<file path="src/hdl/mcc_pkg.sv">
package mcc_pkg;

  // Default sizes for the top level
  localparam int NUM_COINS_DEF  = 8;
  localparam int MAX_TARGET_DEF = 1023;

  // Fixed field widths
  localparam int VAL_W    = 10;
  localparam int LEN_W    = 10;
  localparam int OP_W     = 2;
  localparam int IN_DW    = 16;
  localparam int OUT_DW   = 24;
  localparam logic [VAL_W-1:0] CNT_MAX = '1;

  typedef enum logic [OP_W-1:0] {
    OP_CLEAR  = 2'd0,
    OP_APPEND = 2'd1,
    OP_SOLVE  = 2'd2
  } opcode_t;

  typedef enum logic [3:0] {
    S_IDLE,
    S_CLEAR,
    S_AMT_RD,
    S_AMT_CHK,
    S_SLOT,
    S_RELAX,
    S_WB_RD,
    S_WB_CHK,
    S_EMIT
  } state_t;

  // Requests from the sequencer to the coin bank
  typedef struct packed {
    logic clear_set;
    logic append;
    logic clr_counts;
    logic inc_count;
  } coin_ctl_t;

endpackage

</file>
<file path="src/hdl/mcc_coin_bank.sv">
module mcc_coin_bank #(
  parameter int NUM_COINS = mcc_pkg::NUM_COINS_DEF,
  parameter int SW        = 3,
  parameter int CW        = 4
) (
  input  logic                     clk,
  input  logic                     rst_n,
  input  mcc_pkg::coin_ctl_t       ctl,
  input  logic [mcc_pkg::VAL_W-1:0] append_val,
  input  logic [SW-1:0]            idx,
  output logic [mcc_pkg::VAL_W-1:0] coin_val,
  output logic [mcc_pkg::VAL_W-1:0] count_val,
  output logic [CW-1:0]            loaded
);

  logic [mcc_pkg::VAL_W-1:0] coin_r  [NUM_COINS];
  logic [mcc_pkg::VAL_W-1:0] count_r [NUM_COINS];
  logic [CW-1:0]             loaded_r;
  logic                      full;

  assign full = (32'(loaded_r) >= 32'(NUM_COINS));

  // Track how many slots hold a coin
  always_ff @(posedge clk) begin
    if (!rst_n) begin
      loaded_r <= '0;
    end else if (ctl.clear_set) begin
      loaded_r <= '0;
    end else if (ctl.append && !full) begin
      loaded_r <= CW'(loaded_r + 1'b1);
    end
  end

  // Store appended coin values
  always_ff @(posedge clk) begin
    if (ctl.append && !full) begin
      coin_r[loaded_r[SW-1:0]] <= append_val;
    end
  end

  // Per-slot usage counts, saturating
  always_ff @(posedge clk) begin
    if (!rst_n || ctl.clr_counts) begin
      for (int i = 0; i < NUM_COINS; i++) begin
        count_r[i] <= '0;
      end
    end else if (ctl.inc_count && count_r[idx] != mcc_pkg::CNT_MAX) begin
      count_r[idx] <= mcc_pkg::VAL_W'(count_r[idx] + 1'b1);
    end
  end

  assign coin_val  = coin_r[idx];
  assign count_val = count_r[idx];
  assign loaded    = loaded_r;

`ifndef SYNTHESIS
  a_loaded_bound: assert property (@(posedge clk) disable iff (!rst_n)
    32'(loaded_r) <= 32'(NUM_COINS))
    else $error("coin bank holds more coins than slots");

  a_inc_not_clr: assert property (@(posedge clk) disable iff (!rst_n)
    !(ctl.inc_count && ctl.clr_counts))
    else $error("count increment collides with count clear");
`endif

endmodule

</file>
<file path="config.mk">
export PLATFORM = sky130hd
export DESIGN_NAME = mcc_coin_bank
export DESIGN_NICKNAME = d
export VERILOG_FILES = /design/src/hdl/mcc_pkg.sv /design/src/hdl/mcc_coin_bank.sv
export SDC_FILE = /design/constraint.sdc
export NUM_CORES = 1
export LEC_CHECK = 0
export BUFFER_PORTS_ARGS = -buffer_cell sky130_fd_sc_hd__buf_2
export CELL_PAD_IN_SITES_DETAIL_PLACEMENT = 0
export CELL_PAD_IN_SITES_GLOBAL_PLACEMENT = 1
export CORE_UTILIZATION = 30
export CTS_CLUSTER_DIAMETER = 200
export CTS_CLUSTER_SIZE = 8
export DETAILED_ROUTE_END_ITERATION = 8
export PLACE_DENSITY = 0.53
export SLEW_MARGIN = 25
export SYNTH_ARGS = -nofsm -noshare
export SYNTH_HDL_FRONTEND = slang
export SYNTH_SLANG_ARGS = --single-unit
</file>
<file path="constraint.sdc">
create_clock -name clk -period 3.9 [get_ports clk]
set_input_delay 0.195 -clock clk [delete_from_list [all_inputs] [get_ports clk]]
set_output_delay 0.195 -clock clk [all_outputs]
set_load 0.05 [all_outputs]
</file>
Word-level counts from Yosys, hierarchy flattened
Memory sizes are Yosys's and may differ from the RTL's. Index checks and enable logic that the tools add are counted.

Input port bits: 19. Logic and storage cells: 25. Bits in registers: 4. Memories: 2. Memory bits (writable): 160.

Bitwise logic cells: 1. Magnitude comparators: 1. Reductions and logical operators: 7. Muxes and demuxes: 10. $add $sub $neg: 2. Equality and inequality tests: 1.

Memories: coin_r (words 8, width 10, rd ports 1, clocked after memory_dff 0, wr ports 1, RTL line mcc_coin_bank.sv:16) `logic [mcc_pkg::VAL_W-1:0] coin_r [NUM_COINS];`; count_r (words 8, width 10, rd ports 1, clocked after memory_dff 0, wr ports 8, RTL line mcc_coin_bank.sv:17) `logic [mcc_pkg::VAL_W-1:0] count_r [NUM_COINS];`.

Operators by type and width (count): $add 10x1->10 const B (1); $mux 10 (1); $ne 10x10->1 const B (1); $reduce_or 10->1 (1); $mux 1 (8); $add 4x1->4 const B (1); $ge 4x4->1 const B (1); $mux 3 (1); $logic_and 1x1->1 (2); $logic_not 1->1 (2); $reduce_or 2->1 (1); $logic_or 1x1->1 (1); $not 1->1 (1).

Logic depth before layout (Yosys ltp)
Gate-level depths: netlist (run 1). An unclocked memory read counts as a cell.

Depth after elaboration: 8. Mapped depth: 13. Depth with buffers taken out: 8.

Worst setup path after synthesis (run 1)
OpenSTA, ideal clock, no wires.

Path kind: input-to-reg. From: in idx[0]. To: mem count_r[4][0] (netlist bit), enable pin. Stages on the path: 13. Required time: 3.569 ns. Data arrival time: 2.812 ns. Buffers on the path: 5. Library setup time: 0.331 ns. Setup slack: 0.757 ns. Path through: buf_6 -> buf_6 -> buf_2 -> nor3b_1 -> a21oi_1 -> o211ai_1 -> buf_2 -> ha_1 -> nand4_2 -> or2b_4 -> o2111ai_4 -> buf_6 -> o21ai_1.

RTL lines: from (decl) (RTL line mcc_coin_bank.sv:10) `input logic [SW-1:0] idx,`; to (decl) (RTL line mcc_coin_bank.sv:17).

==> results.txt, run 1 <==
The flow ran to the end, and the final reports show no timing, DRC or antenna violations. The total of flip-flops plus latches after synthesis came out at 164. Buffers placed on the I/O ports in this run total 42. The relative slew slack is 44.6%.

The met3 layer wire length in the routed design came out at 611 um. The clock tree from TritonCTS is built. TritonCTS created 17 clock buffers. After synthesis, the largest family of logic cells by area is simple AND/OR/NAND/NOR gates. The net count of the finished layout is 564. The timing-limited maximum frequency is 331 MHz.

The area of the mapped netlist came out at 7360 um^2. The power per cell area came out at 489 nW/um^2. The remaining antenna violation count is 0. Summing all multi-input logic gate instances after layout gives 2220 um^2. The number of placed I/O pins is 43. The amount of wire on met2 after detailed routing is 9230 um.

The mean post-synth cell area is 15.3 um^2. The post-synthesis cell count came out at 482. Clock-pin slew was measured on the worst setup and hold paths at 0.07 ns. The first routing iteration left 374 violations. The number of global-route vias before repair is 4583. The core area is 23800 um^2. The source-to-sink clock delay at the later pin of the worst-skew pair came out at 0.43 ns. The final routed wirelength across all metal layers is 18900 um.

For this run, the detailed router's first-pass iteration total came to 4. Entering global routing, the biggest net connects 25 pins. The endpoint identified for the worst register-to-register timing path is count_r[4][7]$_SDFFCE_PN0P_. The setup TNS after final layout came out at 0 ns.

The average detailed-routed wire length per instance came out at 21.6 um. The ratio of final minimum period to clock period is 77.5%. The xor/xnor cell area share of the yosys netlist is 1.17%. The critical path ends at count_r[4][7]$_SDFFCE_PN0P_. The clock passes through at most 2 buffers.

For this design the static power due to leakage is 2.94 nW. Tracing the worst setup path back leads to its startpoint at count_r[3][1]$_SDFFCE_PN0P_. The worst setup path is launched from a register. The post-route met1 wirelength is 8740 um. The worst path in the final design needs a cycle of 3.02 ns, including I/O delays and setup. The overall overflow remaining after global route is 0. The post-cts hold buffer count is 0.

The maximum VDD drop is 0.265 mV. The number of cell rows is 56. The first global-routing pass estimated 28900 um of wire.

The data arrival time of the critical path came out at 3.15 ns. The share of cell area taken by muxes after synthesis is 9.68%. The synthesized-area fraction occupied by adder cells came out at 0.510%.

The routed via count is 4402. The number of nets handed over by synthesis was 504. Setup violations remaining at the end of the flow were counted as 0.

The CTS sink count is 164. Signal routing reaches up to met4. Data on the critical path is required at its endpoint by 4.03 ns.

The most instantiated flip-flop cell in the synthesis netlist is sky130_fd_sc_hd__edfxtp_1. The worst register-to-register path begins at count_r[3][1]$_SDFFCE_PN0P_. The area growth from synthesis to layout is 17.6%.

The worst register-to-register path has a depth of 8. In the routed layout, each cell is associated on average with a via count of 5.04. The worst setup path is captured at a register.

The cell sitting at the root of the clock tree is a sky130_fd_sc_hd__clkbuf_16. The share of final-layout standard cells stronger than drive strength 1 came out at 30.6%. The path class of the tightest hold or removal check is in2reg. At the pin with the least slew margin, the transition time is 0.825 ns.

The synthesized design contains 160 enable-type register cells. The post-cts sizing count came out at 0. The effective utilization at floorplan is 31.0%.

The half-perimeter wire length after placement is 12700 um. The async set-or-reset flop fraction in the synthesized netlist came out at 0%. Setup repair after global routing left no endpoint under its margin.

From left edge to right edge, the die measures 159 um. The global placement routability congestion is 0.759. The worst setup path is of the reg2reg kind. The final max-slew violation count is 0. The overall routing resource usage came out at 16.2%.

The layout filler cell count is 2256. Of the synthesized area, sequential elements account for 66.4%. The fraction of the mapped netlist area in compound gates came out at 6.04%. The top fanout value on the critical path came out at 6. The number of library cell types mapped by synthesis is 62.

The height of the die is 159 um. The register-to-register path setup slack came out at 0.88 ns. The initial antenna violation count was 0. The number of maximum-capacitance violations came out at 0. The final total power is 0.00423 W.

The final clock skew is 0.00667 ns. The storage element area came out at 4880 um^2. After detailed routing, the number of remaining DRC violations is 0.

The area share of and/or/nand/nor cells after synthesis is 12.2%. The area enclosed by the die boundary came out at 25200 um^2. The final hold violation count came to 0. The count of synthesis-stage warnings from yosys came out at 0. The number of inserted diodes is 0. The number of levels in the clock H-tree is 4.

Buffers added to address setup during post-CTS repair amount to 0.
-- final cells by class --
class,instances,share of cell area (%)
flip-flops and latches,164,56.5
multi-input cells,274,25.6
repair buffers,77,5.47
clock buffers,18,4.96
well taps,319,4.61
clock inverters,14,2.50
inverters,8,0.376
-- layout by cell type, fill, tap and decap left out, drive strengths merged, types with 4 or more instances in the layout --
cell type and instances:
a22oi 4, buf 77, dfxtp 4, xnor2 5, xor2 4, mux4 20
clkinv 5, edfxtp 160, o22ai 4, mux2 13, a21oi 7, and2 6
nor2 24, nor2b 4, a221oi 11, nand2 27, mux2i 10, nor3b 4
nor3 75, clkbuf 18, inv 12, bufinv 4, o21ai 14, nor4 8
-- power by group --
part	total, W	switching, W	internal (W)
sequential	0.00200	0.0000175	0.00198
clock	0.00184	0.000741	0.00109
combinational	0.000400	0.000287	0.000113
total	0.00423	0.00105	0.00319
-- metrics by stage --
stage	worst slack, ns	hold slack [ns]	instance area (um^2)	utilization [%]	cells
floorplan	0.757	0.294	7360	-	482
global placement	0.678	0.458	7980	33.6	842
detailed placement	0.610	0.464	8010	33.7	842
CTS	0.913	0.0146	8650	36.4	874
global route	0.815	0.0294	8650	36.4	874
finish	0.879	0.0313	8650	36.4	874
-- layer usage --
metal | vias to the layer above | track usage [%]
li1 | 2030 | -
met1 | 2253 | 21.9
met2 | 96 | 26.1
met3 | 23 | 2.78
met4 | 0 | 5.54
met5 | - | 0
-- worst min-delay path by stage --
stage,from,endpoint,cells after the start
2_1_floorplan,append_val[0],coin_r[0][0]$_DFFE_PP_,0
3_3_place_gp,append_val[5],coin_r[2][5]$_DFFE_PP_,1
3_5_place_dp,append_val[5],coin_r[2][5]$_DFFE_PP_,1
4_1_cts,append_val[5],coin_r[2][5]$_DFFE_PP_,1
5_1_grt,append_val[5],coin_r[0][5]$_DFFE_PP_,1
6_report,append_val[5],coin_r[2][5]$_DFFE_PP_,1
-- worst max-delay path, stage by stage, from the launching register on --
cell and delay [ns]:
sky130_fd_sc_hd__edfxtp_1 0.41, sky130_fd_sc_hd__mux4_1 0.52, sky130_fd_sc_hd__mux2_2 0.30, sky130_fd_sc_hd__ha_1 0.24, sky130_fd_sc_hd__nand4_2 0.12, sky130_fd_sc_hd__or2b_4 0.17
sky130_fd_sc_hd__o2111ai_4 0.11, sky130_fd_sc_hd__o21ai_1 0.54, sky130_fd_sc_hd__buf_4 0.31
-- logic make-up (layout without fill, tap and decap cells) --
family          count (synthesis)  after routing
mux                            43             43
buf+inv                        44            117
xor+xnor                        9              9
compound gates                 55             55
flops                         164            164
simple gates                  164            164
fa+ha+maj                       3              3
-- registers in the layout, indices dropped and copies added (netlist names) --
| name | count |
|---|---|
| coin_r | 80 |
| count_r | 80 |
| loaded | 4 |
-- synthesized netlist by cell type (all sizes together) (2+ instances only) --
master	n	area, um^2
edfxtp	160	4800
nor3	75	435
nand2	27	101
buf	24	216
nor2	24	90.1
mux4	20	462
o21ai	14	85.1
mux2	13	150
clkbuf	12	45.0
a221oi	11	96.3
mux2i	10	100
nor4	8	50.1
a21oi	7	38.8
and2	6	40.0
inv	6	25.0
xnor2	5	51.3
a22oi	4	30.0
dfxtp	4	80.1
nor2b	4	25.0
nor3b	4	30.0
o22ai	4	25.0
xor2	4	35.0
a211oi	3	22.5
and3	3	28.8
ha	3	37.5
nand2b	3	18.8
clkinv	2	7.51
nand3	2	10.0
nand3b	2	15.0
nand4	2	18.8
o2111ai	2	52.6
o32ai	2	25.0
(Power assumes the default switching activity.)
==> run 2, diff against run 1 <==
- PLACE_DENSITY: 0.53 -> 0.55
- clock period: 3.9 -> 2.5 ns (I/O delays scaled with it)
==> results.txt, run 2 (synthesis results as in run 1) <==
The effective utilization at floorplan is 31.0% (unchanged). The number of buffers on the longest clock path came out at 2 (unchanged). The post-detailed-route via-to-cell ratio is 4.89 (-2.9%). The cell sitting at the root of the clock tree is a sky130_fd_sc_hd__clkbuf_16. The delay of the slowest cell on the worst path is 0.51 ns (-0.03 ns). The CTS sink count came out at 164 (unchanged). The data arrival time of the critical path is 2.80 ns (-0.35 ns). The first-pass GRT wire length came out at 30500 um (+5.7%). The top fanout value on the critical path came out at 8 (+2). The final max-slew violation count came out at 0 (unchanged). The startpoint of the lowest-slack register-to-register path is count_r[6][6]$_SDFFCE_PN0P_. The overall routing resource usage is 17.3% (+1.1 points). The number of nets at the end of the flow is 650 (+15%). The number of levels in the clock H-tree is 4 (unchanged). The worst setup path is captured at a register. The height of the die came to 159 um (unchanged). The critical path ends at count_r[7][8]$_SDFFCE_PN0P_. The remaining antenna violation count is 0 (unchanged). The relative slew slack is 59.0% (+14 points). The pin count of the biggest net entering global routing came out at 24 (-4.0%). The number of placed I/O pins is 43 (unchanged). The initial antenna violation count was 1 (+1).

The core area was 23800 um^2 (unchanged). The clock tree from TritonCTS is built. The overall overflow remaining after global route came out at 0 (unchanged). The post-route standard cell area excluding fillers is 10200 um^2 (+18%). The post-route core utilization was 42.9% (+6.5 points). The post-place instance area is 8960 um^2 (+12%). The worst setup path startpoint is count_r[6][6]$_SDFFCE_PN0P_. The x dimension of the die is 159 um (unchanged). The area growth from synthesis to layout came out at 38.5%. The routed via count came out at 4699 (+6.7%).

The timing-limited maximum frequency came out at 377 MHz (+14%). The library cells used most frequently in the layout, excluding fill and tap cells, are sky130_fd_sc_hd__edfxtp_1 (160), sky130_fd_sc_hd__buf_4 (66), sky130_fd_sc_hd__nor3_2 (52). The number of remaining DRC errors came out at 0 (unchanged). The layout filler cell count is 2138 (-5.2%). The register clock-pin slew on the reported worst setup and hold paths is 0.07 ns (about the same). Traced cell by cell, the critical path runs through mux2_4 -> mux4_2 -> o32ai_4 -> a211o_1 -> o2111ai_4 -> buf_12 -> o21ai_4 -> clkbuf_16. The maximum VDD drop is 0.451 mV (+71%).

The worst slack at placement is -0.354 ns (-0.964 ns). Setup repair after global routing could not meet its margin everywhere. The number of setup violations in the final report is 115 (+115). The final routed wirelength across all metal layers is 20600 um (+8.8%). The number of maximum-capacitance violations came out at 0 (unchanged).

The data required time of the critical path came out at 2.65 ns (-1.38 ns). The setup slack of the critical path after layout came out at -0.150 ns (-1.03 ns). The number of cells on the worst reg-to-reg path was 8 (unchanged).

The number of global-route vias before repair came out at 4829 (+5.4%). The number of cell rows is 56 (unchanged). The source-to-sink clock delay at the later pin of the worst-skew pair came out at 0.43 ns (about the same).

Leaving out fill and tap cells, the most frequent cell in the layout is sky130_fd_sc_hd__edfxtp_1. The power per cell area is 644 nW/um^2 (+32%). The final clock skew is 0.00770 ns (+0.00103 ns). The static leakage power came out at 3.63 nW (+23%). The number of buffers added on ports came out at 42 (unchanged). The flow ran to the end, but the final reports show violations.

The share of final-layout standard cells stronger than drive strength 1 was 49.5% (+19 points). The CTS buffer count came out at 17 (unchanged). The global placement routability congestion came out at 0.823 (+8.5%). The slowest cell on the critical path is sky130_fd_sc_hd__mux4_2. The average detailed-routed wire length per instance was 21.4 um (-1.1%). In this run the worst hold path is classified as in2reg. The final hold violation count came out at 0 (unchanged). The half-perimeter wire length after placement came out at 14200 um (+12%).

The transition time of the tightest slew-check pin came out at 0.613 ns (-0.212 ns). The register-to-register path setup slack was -0.15 ns (-1.03 ns). The time the worst path needs with I/O delays and setup was 2.65 ns (-0.371 ns).

The worst setup path is launched from a register. The area enclosed by the die boundary is 25200 um^2 (unchanged). The setup path with the least slack is of type reg2reg. The number of search-and-repair iterations in the first detailed-routing pass is 4 (unchanged). The capture point of the worst reg-to-reg path is count_r[7][8]$_SDFFCE_PN0P_.

The ratio of final minimum period to clock period came out at 106% (+29 points). The final reports fail on negative setup slack. The starting DRC count in detailed routing came to 302 (-19%).
[run 2: cell types whose count changed in the layout (fill, tap and decap cells not counted), moves of 6 or more]
| cell | before | now |
|---|---|---|
| sky130_fd_sc_hd__buf_12 | 0 | 18 |
| sky130_fd_sc_hd__buf_4 | 35 | 66 |
| sky130_fd_sc_hd__buf_6 | 0 | 19 |
| sky130_fd_sc_hd__buf_8 | 0 | 6 |
| sky130_fd_sc_hd__dlygate4sd3_1 | 0 | 10 |
| sky130_fd_sc_hd__nor3_1 | 62 | 11 |
| sky130_fd_sc_hd__nor3_2 | 12 | 52 |
| sky130_fd_sc_hd__nor3_4 | 1 | 12 |
| sky130_fd_sc_hd__nor4_1 | 8 | 2 |
| sky130_fd_sc_hd__o21ai_4 | 0 | 8 |
[run 2: per-stage QoR]
stage          total power (W)  TNS (ns)  hold slack, ns  std cells
6_report               0.00656     -8.74          0.0332        961
4_1_cts                0.00658     -6.52          0.0205        959
5_1_grt                0.00676    -19.02          0.0458        960
3_3_place_gp           0.00397    -31.51           0.390        905
3_5_place_dp           0.00398    -39.23           0.410        905
2_1_floorplan          0.00363    -22.46           0.224        482
[run 2: timing repair]
action                     CTS  global route
hold endpoints to repair    80             0
pin swaps                   12            19
setup buffers               11             4
hold buffers                10             0
gates cloned                 1             2
gates resized for setup     40            38
setup endpoints to repair  149           159
[run 2: how the worst min path moves through the flow]
stage | start | slack (ns) | cells past startpoint | endpoint
after global routing | ctl[3] | 0.05 | 3 | loaded[0]$_SDFFE_PP0P_
final | rst_n | 0.03 | 3 | loaded[0]$_SDFFE_PP0P_
after global placement | append_val[7] | 0.39 | 1 | coin_r[6][7]$_DFFE_PP_
after CTS | ctl[3] | 0.02 | 3 | loaded[0]$_SDFFE_PP0P_
after detailed placement | append_val[7] | 0.41 | 1 | coin_r[1][7]$_DFFE_PP_
after floorplan | append_val[0] | 0.22 | 0 | coin_r[0][0]$_DFFE_PP_
[run 2: layer usage]
layer	global-route usage, %	part of all wire, %	routed length (um)	up-vias
met2	27.7	48	9890	91
met5	0	0	0	-
met1	23.2	45	9270	2397
met4	5.86	1.7	357	0
li1	-	-	-	2191
met3	3.73	5.1	1050	20
[run 2: area by class of cell]
cell class | instances | area [um^2] | share of cell area, %
well taps | 319 | 399 | 3.92
clock inverters | 14 | 159 | 1.56
repair buffers | 163 | 1520 | 14.9
multi-input cells | 274 | 2760 | 27.1
inverters | 8 | 32.5 | 0.319
flip-flops and latches | 164 | 4880 | 48.0
diodes | 1 | 2.50 | 0.0246
clock buffers | 18 | 429 | 4.21
[run 2: worst max-delay path: cells and delay by family, from the launching register on]
family,cells,cell delay (ns)
compound gates,4,0.77
buf+inv,2,0.41
mux,2,0.78
flops,1,0.41
[run 2: where the power goes]
group	internal [W]	total, W	switching (W)
logic	0.000330	0.000880	0.000551
registers	0.00309	0.00312	0.0000349
clock network	0.00134	0.00255	0.00121
==> run 3, diff against run 2 <==
- clock period: 2.5 -> 2.1 ns (I/O delays scaled with it)
==> results.txt, run 3 (synthesis results as in run 1) <==
The run finished, with violations left. The final reports fail on negative setup slack. The final max-slew violation count came out at 0 (unchanged). The initial antenna violation count is 0 (-1). The number of buffers added on ports was 42 (unchanged). Among cell families on the critical path, the largest total delay comes from multiplexers. The first-pass GRT wire length came out at 31000 um (+1.6%).

The worst slack at placement came out at -0.568 ns (-0.214 ns). The data required time of the critical path came out at 2.24 ns (-0.41 ns). The average detailed-routed wire length per instance is 21.5 um (+0.52%). The time the worst path needs with I/O delays and setup is 2.57 ns (-0.0795 ns). The relative slew slack came out at 57.4% (-1.6 points). The share of final-layout standard cells stronger than drive strength 1 is 51.4% (+1.9 points). The half-perimeter wire length after placement came out at 13500 um (-5.2%).

The smallest hold slack is 0.00978 ns (-0.0234 ns). The area enclosed by the die boundary was 25200 um^2 (unchanged). Leaving out fill and tap cells, the most frequent cell in the layout is sky130_fd_sc_hd__edfxtp_1. The number of remaining DRC errors is 0 (unchanged). The overall routing resource usage is 17.4% (+0.15 points). The remaining antenna violation count is 0 (unchanged). The post-place instance area was 8930 um^2 (-0.35%). The effective utilization at floorplan came out at 31.0% (unchanged).

The CTS buffer count came out at 17 (unchanged). The worst setup path is of the reg2reg kind. The final routed wirelength across all metal layers is 20700 um (+0.72%). Compared with the post-synthesis result, the final layout area differs by 40.1%.

The transition time of the tightest slew-check pin is 0.638 ns (+0.0251 ns). STA classifies the critical path endpoint as a register. The delay of the slowest cell on the worst path came out at 0.48 ns (-0.03 ns). The register clock-pin slew on the reported worst setup and hold paths came out at 0.07 ns (about the same). The layout filler cell count is 2104 (-1.6%). The worst setup path is launched from a register.

The timing-limited maximum frequency is 389 MHz (+3.1%). The pin count of the biggest net entering global routing came out at 24 (unchanged). The power per cell area is 751 nW/um^2 (+17%). The source-to-sink clock delay at the later pin of the worst-skew pair was 0.43 ns (about the same). Setup repair after global routing could not meet its margin everywhere. The number of levels in the clock H-tree is 4 (unchanged). The static leakage power came out at 3.64 nW (+0.28%). The final clock skew was 0.0113 ns (+0.00364 ns). The post-detailed-route via-to-cell ratio is 5.11 (+4.4%). The storage element area came out at 4880 um^2 (unchanged). The routed via count was 4918 (+4.7%). The ratio of final minimum period to clock period is 122% (+16 points). The number of inserted diodes came to 0 (-1). The x dimension of the die is 159 um (unchanged). In this run the worst hold path is classified as in2reg.

The global placement routability congestion is 0.798 (-3.0%). The setup TNS after final layout was -64.11 ns (-55.36 ns). The height of the die was 159 um (unchanged). The cell sitting at the root of the clock tree is a sky130_fd_sc_hd__clkbuf_16. The number of buffers on the longest clock path came out at 2 (unchanged). The clock tree from TritonCTS is built. Tracing the worst setup path back leads to its startpoint at count_r[7][1]$_SDFFCE_PN0P_. The data arrival time of the critical path came out at 2.71 ns (-0.09 ns). The slowest cell on the critical path is sky130_fd_sc_hd__mux4_2. The setup slack of the critical path after layout is -0.471 ns (-0.321 ns). The final hold violation count came out at 0 (unchanged). The core area is 23800 um^2 (unchanged). The startpoint of the lowest-slack register-to-register path is count_r[7][1]$_SDFFCE_PN0P_. The footprint of the multi-input gates is 2780 um^2 (+0.91%). The startpoint identified for the worst hold timing path is ctl[3]. The overall overflow remaining after global route came out at 0 (unchanged). The critical path goes through mux4_2 -> mux2_4 -> ha_4 -> nand4_4 -> or2b_4 -> o2111ai_4 -> buf_12 -> o21ai_4 -> buf_12.

The number of global-route vias before repair came out at 5049 (+4.6%). The maximum VDD drop is 0.549 mV (+22%). The starting DRC count in detailed routing came to 334 (+11%). Leaving out fill and tap cells, the most frequent cells in the layout are sky130_fd_sc_hd__edfxtp_1 (160), sky130_fd_sc_hd__buf_4 (66), sky130_fd_sc_hd__nor3_2 (60). The CTS sink count was 164 (unchanged). The number of placed I/O pins came to 43 (unchanged). The buffer and inverter count on the worst path is 2 (unchanged). The number of search-and-repair iterations in the first detailed-routing pass is 5 (+1). The number of cell rows came out at 56 (unchanged). The top fanout value on the critical path is 7 (-1). The number of setup violations in the final report is 161 (+40%). The post-route standard cell area excluding fillers came out at 10300 um^2 (+1.2%).

The number of maximum-capacitance violations is 0 (unchanged). The cell occurring most often along the worst timing path is sky130_fd_sc_hd__buf_12. The number of nets at the end of the flow came to 654 (+0.62%).
==> run 3: cell types whose count changed in the layout (fill, tap and decap cells not counted), moves of 3 or more <==
cell / change
sky130_fd_sc_hd__nor3_4: -4
sky130_fd_sc_hd__buf_16: +4
sky130_fd_sc_hd__nor3_2: +8
sky130_fd_sc_hd__clkinv_8: -4
sky130_fd_sc_hd__dlygate4sd3_1: +3
sky130_fd_sc_hd__buf_6: +11
sky130_fd_sc_hd__nor3_1: -4
sky130_fd_sc_hd__buf_12: -3
sky130_fd_sc_hd__buf_2: -11
==> run 3: tightest hold or removal path, cell delays in order <==
cell and delay, ns:
sky130_fd_sc_hd__buf_2 0.07, sky130_fd_sc_hd__nand2b_1 0.16, sky130_fd_sc_hd__nor2_1 0.07
==> run 3: metrics by stage <==
stage | power, W | std cells | util (%)
2_1_floorplan | 0.00433 | 482 | -
3_3_place_gp | 0.00472 | 901 | 37.6
3_5_place_dp | 0.00473 | 901 | 37.6
4_1_cts | 0.00774 | 956 | 42.2
5_1_grt | 0.00798 | 963 | 43.4
6_report | 0.00774 | 963 | 43.4
==> run 3: report_power, final <==
group	total, W	internal, W	switching [W]
sequential	0.00371	0.00368	0.0000309
clock	0.00293	0.00155	0.00138
combinational	0.00110	0.000441	0.000662
total	0.00774	0.00567	0.00207
==> run 3: final cells by class <==
cell class                 count  share of cell area [%]
clock buffer                  18                    4.16
timing repair buffer         167                    16.1
clock inverter                13                    1.13
inverter                       8                   0.340
sequential                   164                    47.4
tap                          319                    3.87
multi-input combinational    274                    27.0
==> run 3: per-layer routing <==
metal	up-vias	wire length [um]	global-route usage, %
met4	0	325	5.77
met5	-	0	0
met3	31	867	3.05
met2	121	10200	28.4
met1	2553	9270	23.5
li1	2213	-	-
==> run 3: worst paths after layout <==
check	to	slack (ns)	cells after the start
worst max-delay path	count_r[3][8]$_SDFFCE_PN0P_	-0.47	9
worst min-delay path	loaded[1]$_SDFFE_PP0P_	0.01	3
worst max register to register	count_r[3][8]$_SDFFCE_PN0P_	-0.47	9
worst min register to register	loaded[3]$_SDFFE_PP0P_	0.54	2
==> run 3: what timing repair did <==
item | in CTS | in global routing
endpoints found under the hold margin | 82 | 0
buffers inserted | 8 | 9
endpoints found under the setup margin | 169 | 179
pin swaps | 16 | 13
cloned | 5 | 1
hold buffers | 13 | 0
resized for setup | 61 | 58
